`src/rtl/tcmi_pkg.sv`:
```
package tcmi_pkg;

  // Item function codes.
  localparam logic [1:0] FUNC_STEP    = 2'd0;
  localparam logic [1:0] FUNC_RESET   = 2'd1;
  localparam logic [1:0] FUNC_WRITE_X = 2'd2;
  localparam logic [1:0] FUNC_WRITE_Y = 2'd3;

  // Configuration register indexes.
  localparam logic [1:0] REG_COUPLING = 2'd0;
  localparam logic [1:0] REG_X_START  = 2'd1;
  localparam logic [1:0] REG_Y_START  = 2'd2;
  localparam logic [1:0] REG_ECHO     = 2'd3;

  // Register reset values, Q8.24.
  localparam logic signed [31:0] COUPLING_RST = 32'sd21139292;
  localparam logic signed [31:0] X_START_RST  = 32'sd13035897;
  localparam logic signed [31:0] Y_START_RST  = 32'sd20132659;

  // Fixed-point constants.
  localparam logic signed [31:0] TWO_PI_Q24    = 32'sd105414357;
  localparam logic signed [33:0] TWO_PI_WIDE   = 34'sd105414357;
  localparam logic [31:0]        PHASE_PER_RAD = 32'd683565276;
  localparam logic [31:0]        HALF_PI_Q30   = 32'd1686629713;
  localparam logic [31:0]        ONE_Q30       = 32'd1073741824;
  localparam logic [31:0]        HALF_TURN     = 32'h8000_0000;
  localparam logic [30:0]        QUARTER_TURN  = 31'h4000_0000;

  // Number of Taylor terms and the mod reduction steps.
  localparam int unsigned POLY_TERMS = 5;
  localparam int unsigned MOD_STEPS  = 7;

  // Divisors of the sine series and their reciprocals floor(2^32 / k).
  localparam logic [7:0] POLY_DIVISOR [POLY_TERMS] = '{
    8'd110, 8'd72, 8'd42, 8'd20, 8'd6
  };

  localparam logic [31:0] POLY_RECIP [POLY_TERMS] = '{
    32'(64'h1_0000_0000 / 64'd110),
    32'(64'h1_0000_0000 / 64'd72),
    32'(64'h1_0000_0000 / 64'd42),
    32'(64'h1_0000_0000 / 64'd20),
    32'(64'h1_0000_0000 / 64'd6)
  };

endpackage

```
`src/rtl/torus_chaotic_map_iterator.sv`:
```
// Chaotic torus map iterator. The block holds two angles x and y as signed
// Q8.24 words and, on each advance, computes new_x = (x + coupling*sin(y))
// rem 2*pi and new_y = (x + y) rem 2*pi, both from the old x, with the
// remainder truncating so it keeps the sign of its dividend. A step word
// first emits the current angles on the output channel and then advances;
// a reset word reloads the start angles; a write word sets x or y and,
// with echo_on_write set, also emits and advances. All products come
// from one shared 33x33 signed multiplier under a small sequencer that
// runs the phase product, the fold to a quarter turn, a five term sine
// series whose divisions by small constants are done by reciprocal
// multiplication with a one-step correction, the coupling product, and
// finally two shift-and-subtract remainders of seven steps each. A word
// that advances keeps the block busy until the new angles are stored, so
// no other word is accepted meanwhile; while the block is idle, reset
// words and writes without echo are taken every cycle. The input is also
// held off while a finished result still waits at the output.
module torus_chaotic_map_iterator (
  input  logic               clk,
  input  logic               rst,
  input  logic               in_valid,
  output logic               in_stall,
  input  logic [1:0]         func,
  input  logic signed [31:0] value,
  output logic               out_valid,
  input  logic               out_stall,
  output logic signed [31:0] x_out,
  output logic signed [31:0] y_out,
  input  logic               cfg_valid,
  output logic               cfg_ready,
  input  logic [1:0]         cfg_index,
  input  logic [31:0]        cfg_data
);

  import tcmi_pkg::*;

  typedef enum logic [4:0] {
    S_IDLE,
    S_PHASE,
    S_FOLD,
    S_RAD,
    S_RSQ,
    S_DVD,
    S_DIV_M,
    S_DIV_Q,
    S_DIV_C,
    S_POLY,
    S_SIN,
    S_SGN,
    S_TERM,
    S_TRUNC,
    S_SUM,
    S_MOD
  } state_t;

  state_t state;

  // Configuration registers.
  logic signed [31:0] coupling;
  logic signed [31:0] x_start;
  logic signed [31:0] y_start;
  logic               echo_on_write;

  // Map state.
  logic signed [31:0] x_angle;
  logic signed [31:0] y_angle;

  // Datapath registers of the sequencer.
  logic signed [65:0] prod;     // registered multiplier result
  logic               neg;      // sign of the sine
  logic [30:0]        r;        // folded phase, then radians in Q1.30
  logic [31:0]        r2;       // r squared, Q2.30
  logic [30:0]        t;        // running series term, Q1.30
  logic [31:0]        dvd;      // dividend of the current series division
  logic [31:0]        quo;      // estimated quotient before correction
  logic [2:0]         kidx;     // series term index
  logic signed [31:0] sv;       // signed sine, Q2.30
  logic signed [33:0] term;     // coupling*sine in Q10.24
  logic signed [33:0] rem;      // running remainder
  logic [2:0]         mcnt;     // remainder step, counts down
  logic               mod_y;    // second remainder (for y) in progress
  logic signed [31:0] x_new;

  // Shared multiplier.
  logic signed [32:0] mul_a;
  logic signed [32:0] mul_b;
  logic signed [65:0] mul_p;

  // Combinational helpers.
  logic               in_acc;
  logic [31:0]        ph;
  logic [30:0]        q_fold;
  logic [31:0]        div_rem;
  logic               div_fix;
  logic [31:0]        t_wide;
  logic signed [65:0] biased;
  logic signed [33:0] mod_sub;
  logic signed [33:0] rem_next;

  // The block takes no new word while it is busy, or while the output holds a
  // word that is not leaving in this cycle.
  assign in_stall  = (state != S_IDLE) || (out_valid && out_stall);
  assign in_acc    = in_valid && !in_stall;
  assign cfg_ready = 1'b1;

  assign mul_p = mul_a * mul_b;

  // Operand selection for the shared multiplier.
  always_comb begin
    mul_a = '0;
    mul_b = '0;
    unique case (state)
      S_PHASE: begin
        mul_a = 33'(y_angle);
        mul_b = {1'b0, PHASE_PER_RAD};
      end
      S_RAD: begin
        mul_a = {2'b00, r};
        mul_b = {1'b0, HALF_PI_Q30};
      end
      S_RSQ: begin
        mul_a = {2'b00, prod[60:30]};
        mul_b = {2'b00, prod[60:30]};
      end
      S_DIV_M: begin
        mul_a = {1'b0, dvd};
        mul_b = {1'b0, POLY_RECIP[kidx]};
      end
      S_DIV_Q: begin
        mul_a = {1'b0, prod[63:32]};
        mul_b = {25'd0, POLY_DIVISOR[kidx]};
      end
      S_POLY: begin
        mul_a = {1'b0, r2};
        mul_b = {2'b00, t};
      end
      S_SIN: begin
        mul_a = {2'b00, r};
        mul_b = {2'b00, t};
      end
      S_TERM: begin
        mul_a = 33'(coupling);
        mul_b = 33'(sv);
      end
      default: begin
        mul_a = '0;
        mul_b = '0;
      end
    endcase
  end

  // Phase is a 32-bit fraction of a turn. Its top bit gives the sign of the
  // sine, and the second half of each half turn is mirrored onto the first.
  assign ph = prod[55:24];
  always_comb begin
    q_fold = ph[30:0];
    if (ph[30:0] > QUARTER_TURN) begin
      q_fold = 31'(HALF_TURN - {1'b0, ph[30:0]});
    end
  end

  // The reciprocal estimate is at most one short of the true quotient.
  assign div_rem = dvd - prod[31:0];
  assign div_fix = (div_rem >= {24'd0, POLY_DIVISOR[kidx]});
  assign t_wide  = ONE_Q30 - quo - {31'd0, div_fix};

  // Division of the coupling product by 2^30 truncates toward zero.
  assign biased = prod[65] ? (prod + 66'sd1073741823) : prod;

  // One restoring step of the truncating remainder, working on the signed
  // value directly so the remainder keeps the sign of the dividend.
  assign mod_sub = TWO_PI_WIDE <<< mcnt;
  always_comb begin
    rem_next = rem;
    if (!rem[33]) begin
      if (rem >= mod_sub) begin
        rem_next = rem - mod_sub;
      end
    end else begin
      if (rem <= -mod_sub) begin
        rem_next = rem + mod_sub;
      end
    end
  end

  always_ff @(posedge clk) begin
    if (rst) begin
      state         <= S_IDLE;
      out_valid     <= 1'b0;
      coupling      <= COUPLING_RST;
      x_start       <= X_START_RST;
      y_start       <= Y_START_RST;
      echo_on_write <= 1'b0;
      x_angle       <= X_START_RST;
      y_angle       <= Y_START_RST;
      kidx          <= '0;
      mcnt          <= '0;
      mod_y         <= 1'b0;
    end else begin
      prod <= mul_p;

      if (cfg_valid && cfg_ready) begin
        unique case (cfg_index)
          REG_COUPLING: coupling      <= $signed(cfg_data);
          REG_X_START:  x_start       <= $signed(cfg_data);
          REG_Y_START:  y_start       <= $signed(cfg_data);
          REG_ECHO:     echo_on_write <= cfg_data[0];
          default:      ;
        endcase
      end

      if (out_valid && !out_stall) begin
        out_valid <= 1'b0;
      end

      unique case (state)
        S_IDLE: begin
          if (in_acc) begin
            unique case (func)
              FUNC_STEP: begin
                x_out     <= x_angle;
                y_out     <= y_angle;
                out_valid <= 1'b1;
                state     <= S_PHASE;
              end
              FUNC_RESET: begin
                x_angle <= x_start;
                y_angle <= y_start;
              end
              FUNC_WRITE_X: begin
                x_angle <= value;
                if (echo_on_write) begin
                  x_out     <= value;
                  y_out     <= y_angle;
                  out_valid <= 1'b1;
                  state     <= S_PHASE;
                end
              end
              FUNC_WRITE_Y: begin
                y_angle <= value;
                if (echo_on_write) begin
                  x_out     <= x_angle;
                  y_out     <= value;
                  out_valid <= 1'b1;
                  state     <= S_PHASE;
                end
              end
              default: ;
            endcase
          end
        end
        S_PHASE: begin
          state <= S_FOLD;
        end
        S_FOLD: begin
          neg   <= ph[31];
          r     <= q_fold;
          state <= S_RAD;
        end
        S_RAD: begin
          state <= S_RSQ;
        end
        S_RSQ: begin
          r     <= prod[60:30];
          kidx  <= '0;
          state <= S_DVD;
        end
        S_DVD: begin
          dvd <= prod[61:30];
          if (kidx == '0) begin
            r2 <= prod[61:30];
          end
          state <= S_DIV_M;
        end
        S_DIV_M: begin
          state <= S_DIV_Q;
        end
        S_DIV_Q: begin
          quo   <= prod[63:32];
          state <= S_DIV_C;
        end
        S_DIV_C: begin
          t <= t_wide[30:0];
          if (kidx == 3'(POLY_TERMS - 1)) begin
            state <= S_SIN;
          end else begin
            kidx  <= kidx + 3'd1;
            state <= S_POLY;
          end
        end
        S_POLY: begin
          state <= S_DVD;
        end
        S_SIN: begin
          state <= S_SGN;
        end
        S_SGN: begin
          sv    <= neg ? -$signed({1'b0, prod[60:30]}) : $signed({1'b0, prod[60:30]});
          state <= S_TERM;
        end
        S_TERM: begin
          state <= S_TRUNC;
        end
        S_TRUNC: begin
          term  <= 34'(biased >>> 30);
          state <= S_SUM;
        end
        S_SUM: begin
          rem   <= 34'(x_angle) + term;
          mcnt  <= 3'(MOD_STEPS - 1);
          mod_y <= 1'b0;
          state <= S_MOD;
        end
        S_MOD: begin
          if (mcnt == '0) begin
            if (!mod_y) begin
              // New x is ready; the y sum still uses the old x.
              x_new <= rem_next[31:0];
              rem   <= 34'(x_angle) + 34'(y_angle);
              mcnt  <= 3'(MOD_STEPS - 1);
              mod_y <= 1'b1;
            end else begin
              x_angle <= x_new;
              y_angle <= rem_next[31:0];
              mod_y   <= 1'b0;
              state   <= S_IDLE;
            end
          end else begin
            rem  <= rem_next;
            mcnt <= mcnt - 3'd1;
          end
        end
        default: begin
          state <= S_IDLE;
        end
      endcase
    end
  end

  // A result word only appears as the answer to a word taken while idle.
  assert property (@(posedge clk) disable iff (rst)
    $rose(out_valid) |-> ($past(state) == S_IDLE) && $past(in_valid))
    else $error("result word appeared without an accepted input word");

  // A step word emits the angles held before it.
  assert property (@(posedge clk) disable iff (rst)
    (in_acc && (func == FUNC_STEP)) |=>
      out_valid && (x_out == $past(x_angle)) && (y_out == $past(y_angle)))
    else $error("step word did not emit the current angles");

  // The reciprocal estimate never needs more than one correction.
  assert property (@(posedge clk) disable iff (rst)
    (state == S_DIV_C) |-> (33'(div_rem) < (33'(POLY_DIVISOR[kidx]) << 1)))
    else $error("series division estimate off by more than one");

  // After an advance both angles lie strictly inside plus or minus 2*pi.
  assert property (@(posedge clk) disable iff (rst)
    ((state == S_MOD) && mod_y && (mcnt == '0)) |=>
      (x_angle < TWO_PI_Q24) && (x_angle > -TWO_PI_Q24) &&
      (y_angle < TWO_PI_Q24) && (y_angle > -TWO_PI_Q24))
    else $error("angle left the 2*pi range after an advance");

endmodule

```
`config.mk`:
```
export PLATFORM = sky130hd
export DESIGN_NAME = torus_chaotic_map_iterator
export DESIGN_NICKNAME = d
export VERILOG_FILES = /design/src/rtl/tcmi_pkg.sv /design/src/rtl/torus_chaotic_map_iterator.sv
export SDC_FILE = /design/constraint.sdc
export NUM_CORES = 2
export LEC_CHECK = 0
export BUFFER_PORTS_ARGS = -buffer_cell sky130_fd_sc_hd__buf_2
export CORE_AREA = 2 2 372 374
export CTS_CLUSTER_DIAMETER = 150
export DETAILED_ROUTE_END_ITERATION = 12
export DIE_AREA = 0 0 374 376
export GPL_TIMING_DRIVEN = 0
export PLACE_DENSITY = 0.74
export SLEW_MARGIN = 25
export SYNTH_ARGS = -nofsm -noshare
export SYNTH_HDL_FRONTEND = slang
export SYNTH_SLANG_ARGS = --single-unit
```
`constraint.sdc`:
```
create_clock -name clk -period 10.25 [get_ports clk]
set_input_delay 0 -clock clk [delete_from_list [all_inputs] [get_ports clk]]
set_output_delay 0 -clock clk [all_outputs]
set_load 0.1 [all_outputs]
```
======== After elaboration in Yosys (flattened, before gate mapping) ========
Memory sizes are Yosys's and may differ from the RTL's.
Index checks and enable logic that the tools add are counted.
storage, ports and cells
  register bits ........................... 594
  latch bits .............................. 0
  bits in writable memories ............... 0
  bits in read-only memories .............. 320
  output and inout port bits .............. 67
  memories ................................ 2
cells by class
  add/subtract/negate cells ............... 13
  multiply operators ...................... 1
  divide/modulo/power cells ............... 0
  magnitude comparators ................... 5
  equality and inequality tests ........... 35
  shifts and indexed selects .............. 1
  mux-type cells .......................... 51
  bitwise logic cells ..................... 3
  reduce and logical (&&, ||, !) cells .... 43
memories
  name             words  bits a word  read ports  clocked after memory_dff  write ports  line                               RTL
  (no name shown)  8      32           1           0                         0            torus_chaotic_map_iterator.sv:126  mul_b = {1'b0, POLY_RECIP[kidx]};
  (no name shown)  8      8            1           0                         0            torus_chaotic_map_iterator.sv:163  assign div_fix = (div_rem >= {24'd0, POLY_DIVISOR[kidx]});
operators with widths
  kind                                                                   number
  33-bit case mux with 7 select lines                                    2
  32-bit 2-to-1 mux                                                      11
  32-bit case mux with 2 select lines                                    4
  32-bit case mux with 3 select lines                                    2
  34-bit 2-to-1 mux                                                      5
  5-bit case mux with 15 select lines                                    1
  34-bit case mux with 2 select lines                                    1
  33-bit by 33-bit multiplier with 66-bit output                         1
  64-bit by 31-bit adder with 64-bit output (second input constant)      1
  64-bit 2-to-1 mux                                                      1
  31-bit 2-to-1 mux                                                      2
  31-bit case mux with 2 select lines                                    1
  5-bit by 4-bit == test with 1-bit output (second input constant)       8
  32-bit by 34-bit adder with 34-bit output                              1
  34-bit adder                                                           1
  34-bit >= comparator                                                   1
  34-bit <= comparator                                                   1
  34-bit negation                                                        1
  28-bit by 3-bit <<< shifter with 34-bit output (first input constant)  1
  34-bit subtractor                                                      1
  32-bit by 32-bit adder with 33-bit output                              1
  32-bit by 8-bit >= comparator with 1-bit output                        1
  31-bit negation with 32-bit output                                     1
  32-bit subtractor                                                      1
  other kinds (43)                                                       101

======== Depth between registers and ports, before layout ========
  depth in word-level cells ............... 8
  depth in mapped cells ................... 38
  gate-level depth less buffers ........... 35

======== Worst setup path after synthesis ========
OpenSTA, ideal clock, no wires.
  path type ............................... register to register
  start ................................... reg state[2]
  end ..................................... reg prod[60], data pin
  setup time .............................. 259 ps
  arrival ................................. 9526 ps
  data required time ...................... 9991 ps
  path slack .............................. 465 ps
  stages on the path, launching flop included .. 34
  path buffers ............................ 5
  period minus slack after synthesis ...... 9785 ps
  cell sequence ........................... dfxtp_1 clkbuf_1 nand2_1 nor3_1 clkbuf_1 clkbuf_1 buf_1 a21oi_1 o2111ai_1 clkbuf_1 nand2_1 fa_1 inv_1 fa_1 fa_1 fa_1 fa_1 fa_1 fa_1 inv_1 fa_1 inv_1 ha_1 nand3_1 o2111ai_1 a211o_1 nor2_1 nand2_1 o311ai_0 a21oi_1 o41ai_1 o21bai_1 a21oi_1 xnor2_1
between the ends
  word-level cells in the longest chain between the ends .. 4
ends and longest elaborated chain
  what                                                                                                  line                               RTL
  start, declared                                                                                       torus_chaotic_map_iterator.sv:55   state_t state;
  start signal, assigned                                                                                torus_chaotic_map_iterator.sv:187  state <= S_IDLE;
  start signal, assigned                                                                                torus_chaotic_map_iterator.sv:223  state <= S_PHASE;
  start signal, assigned                                                                                torus_chaotic_map_iterator.sv:235  state <= S_PHASE;
  5-bit by 4-bit == test with 1-bit output or 5-bit by 2-bit == test with 1-bit output (tied branches)  torus_chaotic_map_iterator.sv:111  unique case (state)
  2-bit OR reduction (no source line)                                                                   --
  33-bit case mux with 7 select lines                                                                   torus_chaotic_map_iterator.sv:111
  33-bit by 33-bit multiplier with 66-bit output *                                                      torus_chaotic_map_iterator.sv:105  assign mul_p = mul_a * mul_b;
  via mul_p[60]                                                                                         torus_chaotic_map_iterator.sv:86   logic signed [65:0] mul_p;
  end signal, assigned                                                                                  torus_chaotic_map_iterator.sv:199  prod <= mul_p;
  end, declared                                                                                         torus_chaotic_map_iterator.sv:68   logic signed [65:0] prod;
Mark *: on every way through the listed nets, which the timed path passes. The rest lies on a longest branch.
A chain may end at the register's enable or synchronous reset.

======== Final worst setup path ========
  start ................................... reg state[3]
  end ..................................... reg prod[65], data pin
Same word-level chain as after synthesis.

==> flow_metrics.tcl <==
set metrics [dict create \
    status "complete, no violations" \
    coreArea_um2 137000 \
    p_per_area_nw_per_um2 109 \
    cts_buffers 58 \
    clock_latency_ns 0.69 \
    cp_num_buf_inv 10 \
    place_congestion 1.10 \
    cp.arrival_ns 10.65 \
    r2r_cells 34 \
    slew_viol_final 0 \
    syn-instance-count 8375 \
    synth.cell_area_um2 74700 \
    dpl.hpwl_mm 258 \
    slowest_stage "nand4_1" \
    grt_antenna_before_repair 16 \
    rows 136 \
    setup_violations 0 \
    track_usage_pct 44.7 \
    drv_cap 0 \
    ios 140 \
    timing.rr.start "state[3]" \
    hold_path.class "primary input to flip-flop" \
    crit_required_ns 10.71 \
    io_buffers 138 \
    setup.worst_path.end_class "flip-flop" \
    viasPerCell 6.28 \
    grt_pass1_vias 66600 \
    synthArstFlopShare_pct 0 \
    post-place-cells 10400 \
    worstPathMaxFanout 10 \
    worst-setup-path-type "flip-flop to flip-flop" \
    first_pass_iters 9 \
    hold_path_startpoint "cfg_data[9]" \
    regToRegSetupSlack_ns 0.06 \
    setup.worst_path.start_class "flip-flop" \
    syn_to_final_growth_pct 11.2 \
    nNetsFinal 10500 \
    synth_fp_nets 10100 \
    cts.sinks 592 \
    antenna_left 0 \
    synth_cell_type_count 95 \
    fin_worst_skew_ns 0.0425 \
    die-width_um 374 \
    dieArea_um2 141000 \
    synth-edff-count 419 \
    timing.critical_path.mode_cell "fa_1" \
    fin_crit_sh_pct 99.5 \
    design_area_um2 83000 \
    synth-seq-cells 592 \
    peakVddDrop_mv 0.144 \
    synth_top_flop_cell "edfxtp_1" \
    stdcell_count 10600 \
    num_vias 66700 \
    fillCellCount 11900 \
    fin_tns_setup_ns 0 \
    drt_iter0_drc 8443 \
    drive_gt1_share_pct 8.74 \
    worstMarginPinSlew_ns 1.20 \
    grt_pass1_wl_mm 453 \
    wl_per_cell_um 29.6 \
    p_leak_nw 38.8 \
    htree_levels 2 \
    crit_family "adder cells" \
    multi_input_area_um2 52600 \
    clk_pin_slew_ns 0.07 \
    yosysWarnings 0 \
    clk_path_buf_depth 3 \
    placed_cell_area_um2 78400 \
    grt-ovfl-total 0 \
    slowest_delay_ns 0.54 \
    reg2reg_to "prod[65]" \
    max_freq_mhz 98.1 \
    ys_seq_area_share_pct 21.5 \
    routed_wirelength_mm 314 \
    regArea_um2 16100 \
    slew_headroom_pct 20.1 \
    drc 0 \
    start_util_pct 54.7 \
    die_h_um 376 \
    grt_max_degree 40 \
    holdPathStages 4 \
    fin_crit_ns 10.19 \
    cts-root-buf "clkbuf_16" \
    syn_avg_cell_area_um2 8.92 \
    hold_viol_final 0 \
    worstHoldEndpoint "coupling[9]" \
    cts_tree "built" \
]
## power breakdown
part	switching (mW)	internal, mW
logic	2.64	1.16
registers	0.193	2.77
clock network	1.05	1.20
## cell type report
type	count	share of cell area, %
diodes	9	0.0271
multi-input cells	5952	63.3
flip-flops and latches	592	19.3
clock buffers	72	1.88
well taps	1794	2.70
clock inverters	38	0.453
inverters	1406	6.35
plain buffers	391	2.57
repair buffers	363	3.34
## sequential cells by signal, indices dropped and copies added, names as in the netlist, 4 cells and up
signal    flops
x_new        32
y_out        32
r            31
t            31
dvd          32
x_angle      32
y_start      32
x_out        32
y_angle      32
prod         65
rem          34
term         34
x_start      32
quo          31
r2           32
coupling     32
sv           32
state         4
## cell families (layout without fill, tap and decap cells)
group	Yosys count	after routing	share of synthesized area, %
xor gates and xnor gates	260	260	3.05
and+or+nand+nor	2709	2709	15.4
muxes	10	10	0.134
adders and majority gates	1619	1619	38.7
AOI/OAI and AO/OA	1353	1353	12.0
DFF	592	592	21.5
buffers and inverters	1831	2270	9.27
other	1	10	0.00502
## layer usage
| metal | track usage [%] | routed length [um] | vias to the layer above | share of wire [%] |
|---|---|---|---|---|
| met5 | 0 | 180 | - | 0.057 |
| met4 | 39.3 | 35700 | 14 | 11 |
| met3 | 13.6 | 39500 | 1444 | 13 |
| met2 | 67.8 | 135000 | 4845 | 43 |
| met1 | 51.5 | 104000 | 32600 | 33 |
| li1 | - | - | 27800 | - |
## how the worst max path moves through the flow
stage             start       end  depth (start not counted)
6_report       state[3]  prod[65]                         34
5_1_grt        state[2]  prod[65]                         35
4_1_cts        state[2]  prod[65]                         33
3_5_place_dp   state[2]  prod[60]                         35
3_3_place_gp   state[3]  prod[60]                         33
2_1_floorplan  state[2]  prod[60]                         33
## repair_timing
| action | in CTS | in global routing |
|---|---|---|
| buffers inserted | 69 | 20 |
| hold endpoints to repair | 235 | 0 |
| pin swaps | 32 | 15 |
| hold buffers | 77 | 0 |
| setup endpoints to repair | 48 | 23 |
| gates resized for setup | 344 | 204 |
## Yosys cell counts, types with 27 or more instances
library cell  count  area [um^2]
edfxtp_1        419        12600
a22oi_1          80          601
dfxtp_1         173         3460
nand4_1          57          357
inv_1          1404         5270
nor2b_1          38          238
nor3_1           55          275
a311oi_1         27          236
o21ai_0         219         1100
and3_1           40          250
nand2_1        1441         5410
a211oi_1         44          330
a21oi_1         403         2020
o21a_1           37          278
xnor2_1         174         1520
o211ai_1         66          495
a21o_1           96          721
o31ai_1          27          203
ha_1            468         5860
xor2_1           86          753
fa_1           1151        23000
a31oi_1          35          219
and2_1           50          313
nor2_1          709         2660
nand3_1         147          736
nand2b_1         46          288
a221o_1          28          280
clkbuf_1        388         1460
## tightest hold or removal path, stage by stage
cell	delay, ns
dlygate4sd3_1	0.52
buf_2	0.14
nand2_1	0.05
nand3_1	0.07
## through the flow
step	power, mW	util (%)	hold WS [ns]	setup WS (ns)
4_1_cts	8.77	60.4	0.114	0.000458
5_1_grt	9.28	60.8	0.131	-0.0248
6_report	9.02	60.8	0.117	0.0560
3_3_place_gp	6.37	56.8	0.278	-5.58
2_1_floorplan	5.00	-	0.124	0.465
3_5_place_dp	6.44	57.4	0.283	-3.78
## cells in the final DEF (no fill, tap or decap), types with 169 or more instances in the layout
master       n
edfxtp_1   419
o21ai_0    209
inv_1     1402
dfxtp_1    170
a21oi_1    395
nor2_1     701
fa_1      1145
clkbuf_1   196
ha_1       465
nand2_1   1432
buf_2      169
xnor2_1    174
Power figures use the tool's default switching activity.
